===== src/design/duet_pkg.sv =====
// ---------------------------------------------------------------------------
// duet_pkg
// Shared types and constants for the duet instruction execute unit.
// ---------------------------------------------------------------------------
`default_nettype none

package duet_pkg;

    localparam int DEFAULT_REGISTER_COUNT = 26;
    localparam int REG_P                  = 15;
    localparam int CFG_INDEX_W            = 8;
    localparam int CFG_DATA_W             = 8;
    localparam int STEP_COUNT             = 64;

    // operation codes
    localparam logic [2:0] OP_SET = 3'd0;
    localparam logic [2:0] OP_ADD = 3'd1;
    localparam logic [2:0] OP_MUL = 3'd2;
    localparam logic [2:0] OP_MOD = 3'd3;
    localparam logic [2:0] OP_JGZ = 3'd4;
    localparam logic [2:0] OP_SND = 3'd5;
    localparam logic [2:0] OP_RCV = 3'd6;

    // configuration register indexes
    localparam logic [CFG_INDEX_W-1:0] CFG_MODE    = 8'd0;
    localparam logic [CFG_INDEX_W-1:0] CFG_CORE_ID = 8'd1;

    typedef struct packed {
        logic [2:0]         operation;
        logic               x_is_reg;
        logic [4:0]         x_reg;
        logic signed [31:0] x_imm;
        logic               y_is_reg;
        logic [4:0]         y_reg;
        logic signed [31:0] y_imm;
        logic               receive_valid;
        logic signed [63:0] receive_value;
    } duet_in_t;

    typedef struct packed {
        logic signed [63:0] pc_delta;
        logic               send_valid;
        logic signed [63:0] send_value;
        logic               receive_taken;
        logic               waiting;
        logic               recovered;
        logic signed [63:0] recovered_value;
        logic [31:0]        send_count;
        logic               fault;
    } duet_out_t;

    typedef enum logic [2:0] {
        ST_IDLE,
        ST_RD_X,
        ST_RD_Y,
        ST_EXEC,
        ST_ALU,
        ST_RESULT
    } duet_state_t;

    typedef struct packed {
        logic start;
        logic is_mod;
    } duet_alu_ctrl_t;

    typedef struct packed {
        logic busy;
        logic done;
    } duet_alu_stat_t;

endpackage

`default_nettype wire


===== src/design/duet_ram.sv =====
// ---------------------------------------------------------------------------
// duet_ram
// Generic single write port, single read port RAM with registered read.
// ---------------------------------------------------------------------------
`default_nettype none

module duet_ram #(
    parameter int WIDTH = 64,
    parameter int DEPTH = 26
) (
    input  wire logic                     aclk,
    input  wire logic                     we,
    input  wire logic [$clog2(DEPTH)-1:0] waddr,
    input  wire logic [WIDTH-1:0]         wdata,
    input  wire logic [$clog2(DEPTH)-1:0] raddr,
    output logic      [WIDTH-1:0]         rdata
);

    logic [WIDTH-1:0] mem [DEPTH];

    // write port
    always_ff @(posedge aclk) begin
        if (we) begin
            mem[waddr] <= wdata;
        end
    end

    // registered read port
    always_ff @(posedge aclk) begin
        rdata <= mem[raddr];
    end

endmodule

`default_nettype wire


===== src/design/duet_alu.sv =====
// ---------------------------------------------------------------------------
// duet_alu
// Iterative multiply and truncating modulo over one shared 65-bit adder,
// one bit per cycle.
// ---------------------------------------------------------------------------
`default_nettype none

module duet_alu (
    input  wire logic                     aclk,
    input  wire logic                     aresetn,
    input  wire duet_pkg::duet_alu_ctrl_t ctrl,
    input  wire logic [63:0]              a,
    input  wire logic [63:0]              b,
    output duet_pkg::duet_alu_stat_t      stat,
    output logic [63:0]                   result
);
    import duet_pkg::*;

    logic        busy_reg, busy_next;
    logic        done_reg, done_next;
    logic [5:0]  cnt_reg, cnt_next;
    logic        is_mod_reg, is_mod_next;
    logic        neg_reg, neg_next;
    logic [63:0] acc_reg, acc_next;     // product or remainder
    logic [63:0] opa_reg, opa_next;     // multiplicand or dividend
    logic [63:0] opb_reg, opb_next;     // multiplier or divisor

    logic [64:0] add_a, add_b, add_sum;
    logic        add_sub;

    // shared adder
    always_comb begin
        if (is_mod_reg) begin
            add_a   = {acc_reg, opa_reg[63]};
            add_b   = {1'b0, opb_reg};
            add_sub = 1'b1;
        end else begin
            add_a   = {1'b0, acc_reg};
            add_b   = {1'b0, opb_reg[0] ? opa_reg : 64'd0};
            add_sub = 1'b0;
        end
        add_sum = add_a + (add_sub ? ~add_b : add_b) + 65'(add_sub);
    end

    // sequencing
    always_comb begin
        busy_next   = busy_reg;
        done_next   = 1'b0;
        cnt_next    = cnt_reg;
        is_mod_next = is_mod_reg;
        neg_next    = neg_reg;
        acc_next    = acc_reg;
        opa_next    = opa_reg;
        opb_next    = opb_reg;
        if (ctrl.start && !busy_reg) begin
            busy_next   = 1'b1;
            cnt_next    = '0;
            is_mod_next = ctrl.is_mod;
            acc_next    = '0;
            if (ctrl.is_mod) begin
                neg_next = a[63];
                opa_next = a[63] ? (64'd0 - a) : a;
                opb_next = b[63] ? (64'd0 - b) : b;
            end else begin
                neg_next = 1'b0;
                opa_next = a;
                opb_next = b;
            end
        end else if (busy_reg) begin
            if (is_mod_reg) begin
                acc_next = add_sum[64] ? add_a[63:0] : add_sum[63:0];
                opa_next = {opa_reg[62:0], 1'b0};
            end else begin
                acc_next = add_sum[63:0];
                opa_next = {opa_reg[62:0], 1'b0};
                opb_next = {1'b0, opb_reg[63:1]};
            end
            cnt_next = cnt_reg + 6'd1;
            if (cnt_reg == 6'(STEP_COUNT - 1)) begin
                busy_next = 1'b0;
                done_next = 1'b1;
            end
        end
    end

    always_ff @(posedge aclk) begin
        if (!aresetn) begin
            busy_reg <= 1'b0;
            done_reg <= 1'b0;
            cnt_reg  <= '0;
        end else begin
            busy_reg <= busy_next;
            done_reg <= done_next;
            cnt_reg  <= cnt_next;
        end
        is_mod_reg <= is_mod_next;
        neg_reg    <= neg_next;
        acc_reg    <= acc_next;
        opa_reg    <= opa_next;
        opb_reg    <= opb_next;
    end

    assign stat.busy = busy_reg;
    assign stat.done = done_reg;
    assign result    = (is_mod_reg && neg_reg) ? (64'd0 - acc_reg) : acc_reg;

`ifndef ASSERT_OFF
    a_done_idle: assert property (@(posedge aclk) disable iff (!aresetn)
        done_reg |-> !busy_reg) else $error("alu done while busy");
    a_done_after_busy: assert property (@(posedge aclk) disable iff (!aresetn)
        $rose(done_reg) |-> $past(busy_reg)) else $error("alu done without work");
    a_no_restart: assert property (@(posedge aclk) disable iff (!aresetn)
        busy_reg && !$past(busy_reg) |-> cnt_reg == 6'd0) else $error("alu count not cleared");
`endif

endmodule

`default_nettype wire


===== src/design/duet_instruction_execute_unit.sv =====
// ---------------------------------------------------------------------------
// duet_instruction_execute_unit
// Executes one decoded duet instruction per input word against a
// register file held in a RAM.
// ---------------------------------------------------------------------------
// Usage:
//   s_valid/s_ready/s_data take one decoded instruction word; m_valid/m_ready/
//   m_data deliver exactly one result word for it. cfg_valid/cfg_ready/
//   cfg_index/cfg_data write mode (index 0) and core_id (index 1); a core_id
//   write also loads register p. cfg_ready is always high; write only while
//   the unit is idle.
//   After accept, the unit reads register x, then register y, executes and
//   registers the result; mul and mod (but not mod by zero) run in the
//   bit-serial shared adder unit between execute and result. The two
//   register reads go through the single RAM read port in turn. One
//   instruction is in flight; the next word is taken once the current
//   result sits in the output register.
//   Reset clears mode, the send counter, the last sound and the valid bit
//   of every register entry, so all registers read zero at once.
//   When the receiver stalls, the result is held in the output register and
//   a finished following instruction waits in its last state.
// ---------------------------------------------------------------------------
`default_nettype none

module duet_instruction_execute_unit #(
    parameter int REGISTER_COUNT = duet_pkg::DEFAULT_REGISTER_COUNT
) (
    input  wire logic                                aclk,
    input  wire logic                                aresetn,
    input  wire logic                                s_valid,
    output logic                                     s_ready,
    input  wire duet_pkg::duet_in_t                  s_data,
    output logic                                     m_valid,
    input  wire logic                                m_ready,
    output duet_pkg::duet_out_t                      m_data,
    input  wire logic                                cfg_valid,
    output logic                                     cfg_ready,
    input  wire logic [duet_pkg::CFG_INDEX_W-1:0]    cfg_index,
    input  wire logic [duet_pkg::CFG_DATA_W-1:0]     cfg_data
);
    import duet_pkg::*;

    localparam int         AW = $clog2(REGISTER_COUNT);
    localparam logic [5:0] RC = 6'(REGISTER_COUNT);

    duet_state_t state_reg, state_next;
    duet_in_t    item_reg, item_next;
    duet_out_t   res_reg, res_next;
    duet_out_t   m_data_reg, m_data_next;
    logic        m_valid_reg, m_valid_next;
    logic        mode_reg, mode_next;
    logic [63:0] last_sound_reg, last_sound_next;
    logic [31:0] sends_done_reg, sends_done_next;
    logic [63:0] xv_reg, xv_next;
    logic [REGISTER_COUNT-1:0] rf_valid_reg, rf_valid_next;

    logic          x_in_range, y_in_range;
    logic [AW-1:0] x_addr, y_addr;
    logic          ram_we;
    logic [AW-1:0] ram_waddr, ram_raddr;
    logic [63:0]   ram_wdata, ram_rdata;
    logic [63:0]   rd_val, yval, jx;
    logic          cfg_wr;

    duet_alu_ctrl_t alu_ctrl;
    duet_alu_stat_t alu_stat;
    logic [63:0]    alu_result;

    assign x_in_range = ({1'b0, item_reg.x_reg} < RC);
    assign y_in_range = ({1'b0, item_reg.y_reg} < RC);
    assign x_addr     = item_reg.x_reg[AW-1:0];
    assign y_addr     = item_reg.y_reg[AW-1:0];
    assign cfg_ready  = 1'b1;
    assign cfg_wr     = cfg_valid && cfg_ready;
    assign s_ready    = (state_reg == ST_IDLE);
    assign m_valid    = m_valid_reg;
    assign m_data     = m_data_reg;

    duet_ram #(
        .WIDTH (64),
        .DEPTH (REGISTER_COUNT)
    ) u_rf (
        .aclk  (aclk),
        .we    (ram_we),
        .waddr (ram_waddr),
        .wdata (ram_wdata),
        .raddr (ram_raddr),
        .rdata (ram_rdata)
    );

    duet_alu u_alu (
        .aclk    (aclk),
        .aresetn (aresetn),
        .ctrl    (alu_ctrl),
        .a       (xv_reg),
        .b       (yval),
        .stat    (alu_stat),
        .result  (alu_result)
    );

    // register read data, entries never written read as zero
    always_comb begin
        rd_val = '0;
        if (state_reg == ST_RD_Y) begin
            if (x_in_range && rf_valid_reg[x_addr]) begin
                rd_val = ram_rdata;
            end
        end else if (y_in_range && rf_valid_reg[y_addr]) begin
            rd_val = ram_rdata;
        end
        if (item_reg.y_is_reg) begin
            yval = (state_reg == ST_RD_Y) ? 64'd0 : rd_val;
        end else begin
            yval = {{32{item_reg.y_imm[31]}}, item_reg.y_imm};
        end
        jx = item_reg.x_is_reg ? xv_reg : {{32{item_reg.x_imm[31]}}, item_reg.x_imm};
    end

    // sequencer, next state and outputs
    always_comb begin
        state_next      = state_reg;
        item_next       = item_reg;
        res_next        = res_reg;
        m_data_next     = m_data_reg;
        m_valid_next    = m_valid_reg;
        mode_next       = mode_reg;
        last_sound_next = last_sound_reg;
        sends_done_next = sends_done_reg;
        xv_next         = xv_reg;
        rf_valid_next   = rf_valid_reg;
        ram_we          = 1'b0;
        ram_waddr       = x_addr;
        ram_wdata       = yval;
        ram_raddr       = x_addr;
        alu_ctrl        = '0;

        // output register drains independently
        if (m_valid_reg && m_ready) begin
            m_valid_next = 1'b0;
        end

        // configuration writes
        if (cfg_wr) begin
            unique case (cfg_index)
                CFG_MODE: begin
                    mode_next = cfg_data[0];
                end
                CFG_CORE_ID: begin
                    ram_we    = 1'b1;
                    ram_waddr = AW'(REG_P);
                    ram_wdata = 64'(cfg_data);
                    rf_valid_next[REG_P] = 1'b1;
                end
                default: begin
                end
            endcase
        end

        unique case (state_reg)
            ST_IDLE: begin
                if (s_valid) begin
                    item_next  = s_data;
                    state_next = ST_RD_X;
                end
            end
            ST_RD_X: begin
                state_next = ST_RD_Y;
            end
            ST_RD_Y: begin
                xv_next    = rd_val;
                ram_raddr  = y_addr;
                state_next = ST_EXEC;
            end
            ST_EXEC: begin
                res_next            = '0;
                res_next.pc_delta   = 64'sd1;
                state_next          = ST_RESULT;
                case (item_reg.operation)
                    OP_SET: begin
                        ram_we    = x_in_range;
                        ram_wdata = yval;
                    end
                    OP_ADD: begin
                        ram_we    = x_in_range;
                        ram_wdata = xv_reg + yval;
                    end
                    OP_MUL: begin
                        alu_ctrl.start = 1'b1;
                        state_next     = ST_ALU;
                    end
                    OP_MOD: begin
                        if (yval == 64'd0) begin
                            res_next.fault = 1'b1;
                        end else begin
                            alu_ctrl.start  = 1'b1;
                            alu_ctrl.is_mod = 1'b1;
                            state_next      = ST_ALU;
                        end
                    end
                    OP_JGZ: begin
                        if (jx != 64'd0 && !jx[63]) begin
                            res_next.pc_delta = yval;
                        end
                    end
                    OP_SND: begin
                        if (!mode_reg) begin
                            last_sound_next = yval;
                        end else begin
                            res_next.send_valid = 1'b1;
                            res_next.send_value = yval;
                            if (sends_done_reg != '1) begin
                                sends_done_next = sends_done_reg + 32'd1;
                            end
                        end
                    end
                    OP_RCV: begin
                        if (!mode_reg) begin
                            if (xv_reg != 64'd0 && !xv_reg[63]) begin
                                res_next.recovered       = 1'b1;
                                res_next.recovered_value = last_sound_reg;
                            end
                        end else if (item_reg.receive_valid) begin
                            ram_we                 = x_in_range;
                            ram_wdata              = item_reg.receive_value;
                            res_next.receive_taken = 1'b1;
                        end else begin
                            res_next.waiting  = 1'b1;
                            res_next.pc_delta = '0;
                        end
                    end
                    default: begin
                    end
                endcase
                if (ram_we) begin
                    rf_valid_next[x_addr] = 1'b1;
                end
                res_next.send_count = sends_done_next;
            end
            ST_ALU: begin
                if (alu_stat.done) begin
                    ram_we     = x_in_range;
                    ram_wdata  = alu_result;
                    if (x_in_range) begin
                        rf_valid_next[x_addr] = 1'b1;
                    end
                    state_next = ST_RESULT;
                end
            end
            ST_RESULT: begin
                if (!m_valid_reg || m_ready) begin
                    m_valid_next = 1'b1;
                    m_data_next  = res_reg;
                    state_next   = ST_IDLE;
                end
            end
            default: begin
                state_next = ST_IDLE;
            end
        endcase
    end

    always_ff @(posedge aclk) begin
        if (!aresetn) begin
            state_reg      <= ST_IDLE;
            m_valid_reg    <= 1'b0;
            mode_reg       <= 1'b0;
            last_sound_reg <= '0;
            sends_done_reg <= '0;
            rf_valid_reg   <= '0;
        end else begin
            state_reg      <= state_next;
            m_valid_reg    <= m_valid_next;
            mode_reg       <= mode_next;
            last_sound_reg <= last_sound_next;
            sends_done_reg <= sends_done_next;
            rf_valid_reg   <= rf_valid_next;
        end
        item_reg   <= item_next;
        res_reg    <= res_next;
        m_data_reg <= m_data_next;
        xv_reg     <= xv_next;
    end

`ifndef ASSERT_OFF
    a_alu_start_exec: assert property (@(posedge aclk) disable iff (!aresetn)
        alu_ctrl.start |-> state_reg == ST_EXEC) else $error("alu started outside exec");
    a_alu_done_waits: assert property (@(posedge aclk) disable iff (!aresetn)
        alu_stat.done |-> state_reg == ST_ALU) else $error("alu result with no waiter");
    a_wait_no_step: assert property (@(posedge aclk) disable iff (!aresetn)
        m_valid_reg && m_data_reg.waiting |-> m_data_reg.pc_delta == 64'sd0)
        else $error("wait with nonzero step");
    a_count_step: assert property (@(posedge aclk) disable iff (!aresetn)
        state_reg != ST_EXEC |=> sends_done_reg == $past(sends_done_reg))
        else $error("send count moved outside exec");
`endif

endmodule

`default_nettype wire


===== config.mk =====
export PLATFORM = sky130hd
export DESIGN_NAME = duet_instruction_execute_unit
export DESIGN_NICKNAME = d
export VERILOG_FILES = /design/src/design/duet_pkg.sv /design/src/design/duet_ram.sv /design/src/design/duet_alu.sv /design/src/design/duet_instruction_execute_unit.sv
export SDC_FILE = /design/constraint.sdc
export NUM_CORES = 2
export LEC_CHECK = 0
export BUFFER_PORTS_ARGS = -buffer_cell sky130_fd_sc_hd__buf_2
export CAP_MARGIN = 30
export CORE_MARGIN = 4
export CORE_UTILIZATION = 60
export CTS_BUF_LIST = sky130_fd_sc_hd__clkbuf_4
export DETAILED_ROUTE_END_ITERATION = 10
export PLACE_DENSITY = 0.74
export RECOVER_POWER = 50
export SYNTH_ARGS = -nofsm -noshare
export SYNTH_HDL_FRONTEND = slang
export SYNTH_HIERARCHICAL = 1
export SYNTH_SLANG_ARGS = --single-unit

===== constraint.sdc =====
create_clock -name aclk -period 13 [get_ports aclk]
set_input_delay 0.65 -clock aclk [delete_from_list [all_inputs] [get_ports aclk]]
set_output_delay 0.65 -clock aclk [all_outputs]
set_load 0.01 [all_outputs]

-- After elaboration in Yosys (flattened, before gate mapping)
Memory sizes are Yosys's and may differ from the RTL's. A register that Yosys moved wholly into a read port is not among the register bits.
Index checks and enable logic that the tools add are counted.
- bits in registers: 995
- RAM bits: 1664
- input bits: 165
- output and inout port bits: 232
- logic and storage cells: 203
- memories kept: 1
- memories (memory ; depth ; bits a word ; read ports ; clocked after memory_dff ; write ports ; RTL line ; text):
    u_rf.mem ; 26 ; 64 ; 1 ; 1 ; 1 ; duet_ram.sv:19 ; logic [WIDTH-1:0] mem [DEPTH];
- add/subtract/negate cells: 8
- $lt $le $gt $ge: 5
- equal/unequal tests: 20
- mux-type cells: 84
- bitwise operators: 7
- reductions and logical operators: 35
- operators by type and width (kind ; count):
    2-to-1 mux 64 bit ; 26
    2-to-1 mux 65 bit ; 4
    case mux 64 bit (2 select lines) ; 2
    case mux 64 bit (3 select lines) ; 1
    subtractor 1 x 64 -> 64 bit (first input constant) ; 3
    nonzero test 64 bit ; 2
    2-to-1 mux 32 bit ; 3
    2-to-1 mux 26 bit ; 3
    adder 65 x 1 -> 65 bit ; 1
    adder 65 bit ; 1
    NOT 64 -> 65 bit ; 1
    adder 64 bit ; 1
    zero test 64 bit ; 1
    case mux 26 bit (2 select lines) ; 1
    adder 32 x 1 -> 32 bit (second input constant) ; 1
    inequality test 32 bit (second input constant) ; 1
    2-to-1 mux 1 bit ; 28
    bitwise OR 26 bit ; 1
    case mux 3 bit (6 select lines) ; 1
    equality test 3 bit (second input constant) ; 5
    2-to-1 mux 5 bit ; 3
    equality test 3 x 2 -> 1 bit (second input constant) ; 4
    < comparator 5 x 6 -> 1 bit (second input constant) ; 2
    AND reduction 2 bit ; 6
    other kinds (24) ; 57

-- Logic depth before layout (Yosys ltp)
- depth after elaboration: 14
- gate-level depth with buffers: 24
- depth with buffers taken out: 21

-- Modules after synthesis
Netlist, hierarchy kept.
- by module, submodules not included (module ; instances ; cells an instance ; area an instance (µm²) ; seq. area each (µm²)):
    duet_ram ; 1 ; 2753 ; 64559.4 ; 51249.2
    duet_instruction_execute_unit ; 1 ; 2785 ; 34683.3 ; 22541.6
    duet_alu ; 1 ; 2173 ; 17511.8 ; 5345.1

-- Worst setup path after synthesis
OpenSTA, ideal clock, no wires.
- kind: register to register
- start: register state_reg[0]
- end: register m_data_reg (netlist bit m_data[0]), enable pin
- setup time: 822 ps
- arrival time: 10461 ps
- required time: 12178 ps
- setup slack: 1717 ps
- cell stages (with the launch flop): 5
- path buffers: 1
- period minus slack after synthesis: 11283 ps
- path through: dfxtp_1 clkbuf_1 inv_1 or2_2 nor2_1
- cells in the longest elaborated chain, start to end: 2
- RTL lines (item ; RTL line ; text):
    from (decl) ; duet_instruction_execute_unit.sv:46 ; duet_state_t state_reg, state_next;
    from (signal assigned) ; duet_instruction_execute_unit.sv:271 ; state_reg <= state_next;
    equality test 3 bit ; duet_instruction_execute_unit.sv:159 ; unique case (state_reg)
    AND reduction 2 bit (no source line) ; -- ;
    to (signal assigned) ; duet_instruction_execute_unit.sv:280 ; m_data_reg <= m_data_next;
    to (decl) ; duet_instruction_execute_unit.sv:49 ; duet_out_t m_data_reg, m_data_next;
Every way passes these cells.
A chain may end at the register's enable or synchronous reset.

-- Worst setup path after layout
- start: register state_reg[0]
- end: memory u_rf.mem[20][29], enable pin
- cells in the longest elaborated chain, start to end: 4
- elaborated cells between the ends (all ways): 5
- those cells by class: eq/ne (2); mux (3)
- RTL lines (item ; RTL line ; text):
    equality test 3 bit / equality test 3 x 2 -> 1 bit (equally long branches) ; duet_instruction_execute_unit.sv:159 ;
    case mux 1 bit (2 select lines) * ; duet_instruction_execute_unit.sv:159 ;
    net ram_we ; duet_instruction_execute_unit.sv:59 ; logic ram_we;
    2-to-1 mux 1 bit * ; duet_ram.sv:23 ; if (we) begin
    2-to-1 mux 1 bit (not written as such) * ; duet_ram.sv:24 ; mem[waddr] <= wdata;
    to (decl) ; duet_ram.sv:19 ;
Mark *: on every way through the listed nets, which the timed path passes. The rest lies on a longest branch.

==> results_dict.tcl <==
set metrics [dict create \
    core_area_mm2 0.193 \
    wire_per_inst_um 32.5 \
    r2r_start "state_reg[0]" \
    drc 0 \
    hold_path.class "in -> reg" \
    fp.dieH_um 449 \
    boundaryPins 397 \
    cts_tree "yes" \
    crit_required_ps 13950 \
    drtAntennaViolNets 0 \
    use_met1_pct 49.5 \
    tightest_slew_ps 4190 \
    critPathCapture "u_rf/mem[20][29]" \
    setup_viol 0 \
    grt_util_all_layers_pct 38.1 \
    insertion_delay_ps 1480 \
    nets 9156 \
    cts_made_buffers 682 \
    syn_to_final_growth_pct 14.2 \
    drt_iter0_markers 11300 \
    vias 78500 \
    reg2reg_slack_ps 2190 \
    place_congestion 0.986 \
    synth_cells 7710 \
    path_max_fanout 40 \
    grt_pass1_vias 76800 \
    powerDensity_mw_per_mm2 162 \
    vias_per_cell 6.57 \
    reg2reg_to "u_rf/mem[20][29]" \
    instances_no_fill 12000 \
    syn_avg_cell_area_um2 15.1 \
    cts_root_buf "clkbuf_4" \
    final_cell_mix "edfxtp_1 (2460), clkbuf_4 (1029), nand2_1 (579)" \
    start_kind "flop" \
    endpoint_kind "flop" \
    peakVddDrop_uv 127 \
    h-tree-depth 6 \
    violations "max-capacitance violations, max-slew violations" \
    antenna_found_initial 41 \
    drv_slew 1645 \
    crit_arrival_ps 11760 \
    largest_reg_flops 1664 \
    fillCellCount 13000 \
    drive_gt1_share_pct 22.7 \
    ys_warn_count 6 \
    slew_headroom_pct -179 \
    hold_viol 0 \
    grt_use_met3_pct 9.12 \
    synthesis.nets 8019 \
    cp-startpoint "state_reg[0]" \
    finalSetupTns_ps 0 \
    post-route-min-period_ps 10810 \
    die-area_mm2 0.202 \
    finClkSkew_ps 159 \
    drt_first_pass_iters 10 \
    p_leak_uw 0.0459 \
    grt_max_degree 155 \
    final_common_cell "edfxtp_1" \
    reg2reg_depth 8 \
    path_class "reg -> reg" \
    cap_violations 49 \
    die_w_um 449 \
    busiest_layer "met2" \
    grt_pass1_wl_mm 550 \
    fmax_ghz 0.0925 \
    grt_remaining_overflow 0 \
    finalWirelength_mm 388 \
    fin_crit_sh_pct 83.2 \
    grt_setup_unrepaired "false" \
    syn_area_mm2 0.117 \
    post_cts_buffers 0 \
    portBuffers 395 \
    met2_usage_pct 59.3 \
    clk_path_buf_depth 4 \
    outcome "complete, but fails checks" \
    rows 161 \
    cts.sinks 2723 \
    place_inst 10400 \
    clk_pin_slew_ps 70 \
    initial_core_util_pct 60.5 \
    place_hpwl_mm 247 \
]
[worst max-delay path, cell delays in order (launching register included)]
cell        delay, ps
dfxtp_1           400
nand2_1           100
or2_0            1090
clkinvlp_2       2690
o31ai_1          1880
or3b_1            620
nor2_4            150
clkbuf_1         1720
clkbuf_2         1650
[power by group]
part / internal, µW / switching [µW]
combinational: 1420 / 2250
clock: 3800 / 3510
sequential: 10000 / 675
[repair_timing]
action | in CTS | in global routing
hold endpoints to repair | 232 | 0
hold buffers | 295 | 0
resized for setup | 0 | 0
[final cells by class]
type | instances | area (µm²) | area share [%]
Clock inverter | 204 | 1070 | 0.801
Timing Repair Buffer | 903 | 6250 | 4.69
Inverter | 164 | 618 | 0.463
Clock buffer | 1029 | 7720 | 5.79
Tap cell | 2526 | 3160 | 2.37
Sequential cell | 2723 | 79100 | 59.3
Multi-Input combinational cell | 4373 | 35300 | 26.5
Antenna cell | 28 | 70.1 | 0.0525
[how the worst min path moves through the flow]
stage                            start          endpoint  slack, ps  cells after the start
final                          m_ready           m_valid        260                      4
after global routing      cfg_index[6]  rf_valid_reg[15]        190                      5
after CTS                 cfg_index[6]  rf_valid_reg[15]         60                      5
after detailed placement   res_reg[12]        m_data[12]        400                      0
after global placement    res_reg[115]       m_data[115]        400                      0
after floorplan             res_reg[0]         m_data[0]        400                      0
[metal layers]
metal  wire length, µm  share of wire [%]
met5               100              0.026
met4             26600                6.8
met3             45200                 12
met2            180000                 46
met1            136000                 35
[metrics by stage]
stage	util, %	worst slack [ps]	hold WS, ps	instance area [µm²]	total power, µW
finish	69.1	2190	258	133000	21600
global route	69.1	2270	195	133000	22500
CTS	69.5	4790	64.2	134000	21600
detailed placement	63.4	4810	405	122000	14300
global placement	63.3	4850	400	122000	14300
floorplan	-	1720	400	117000	12900
No activity file was read; power rests on OpenSTA's default activity.
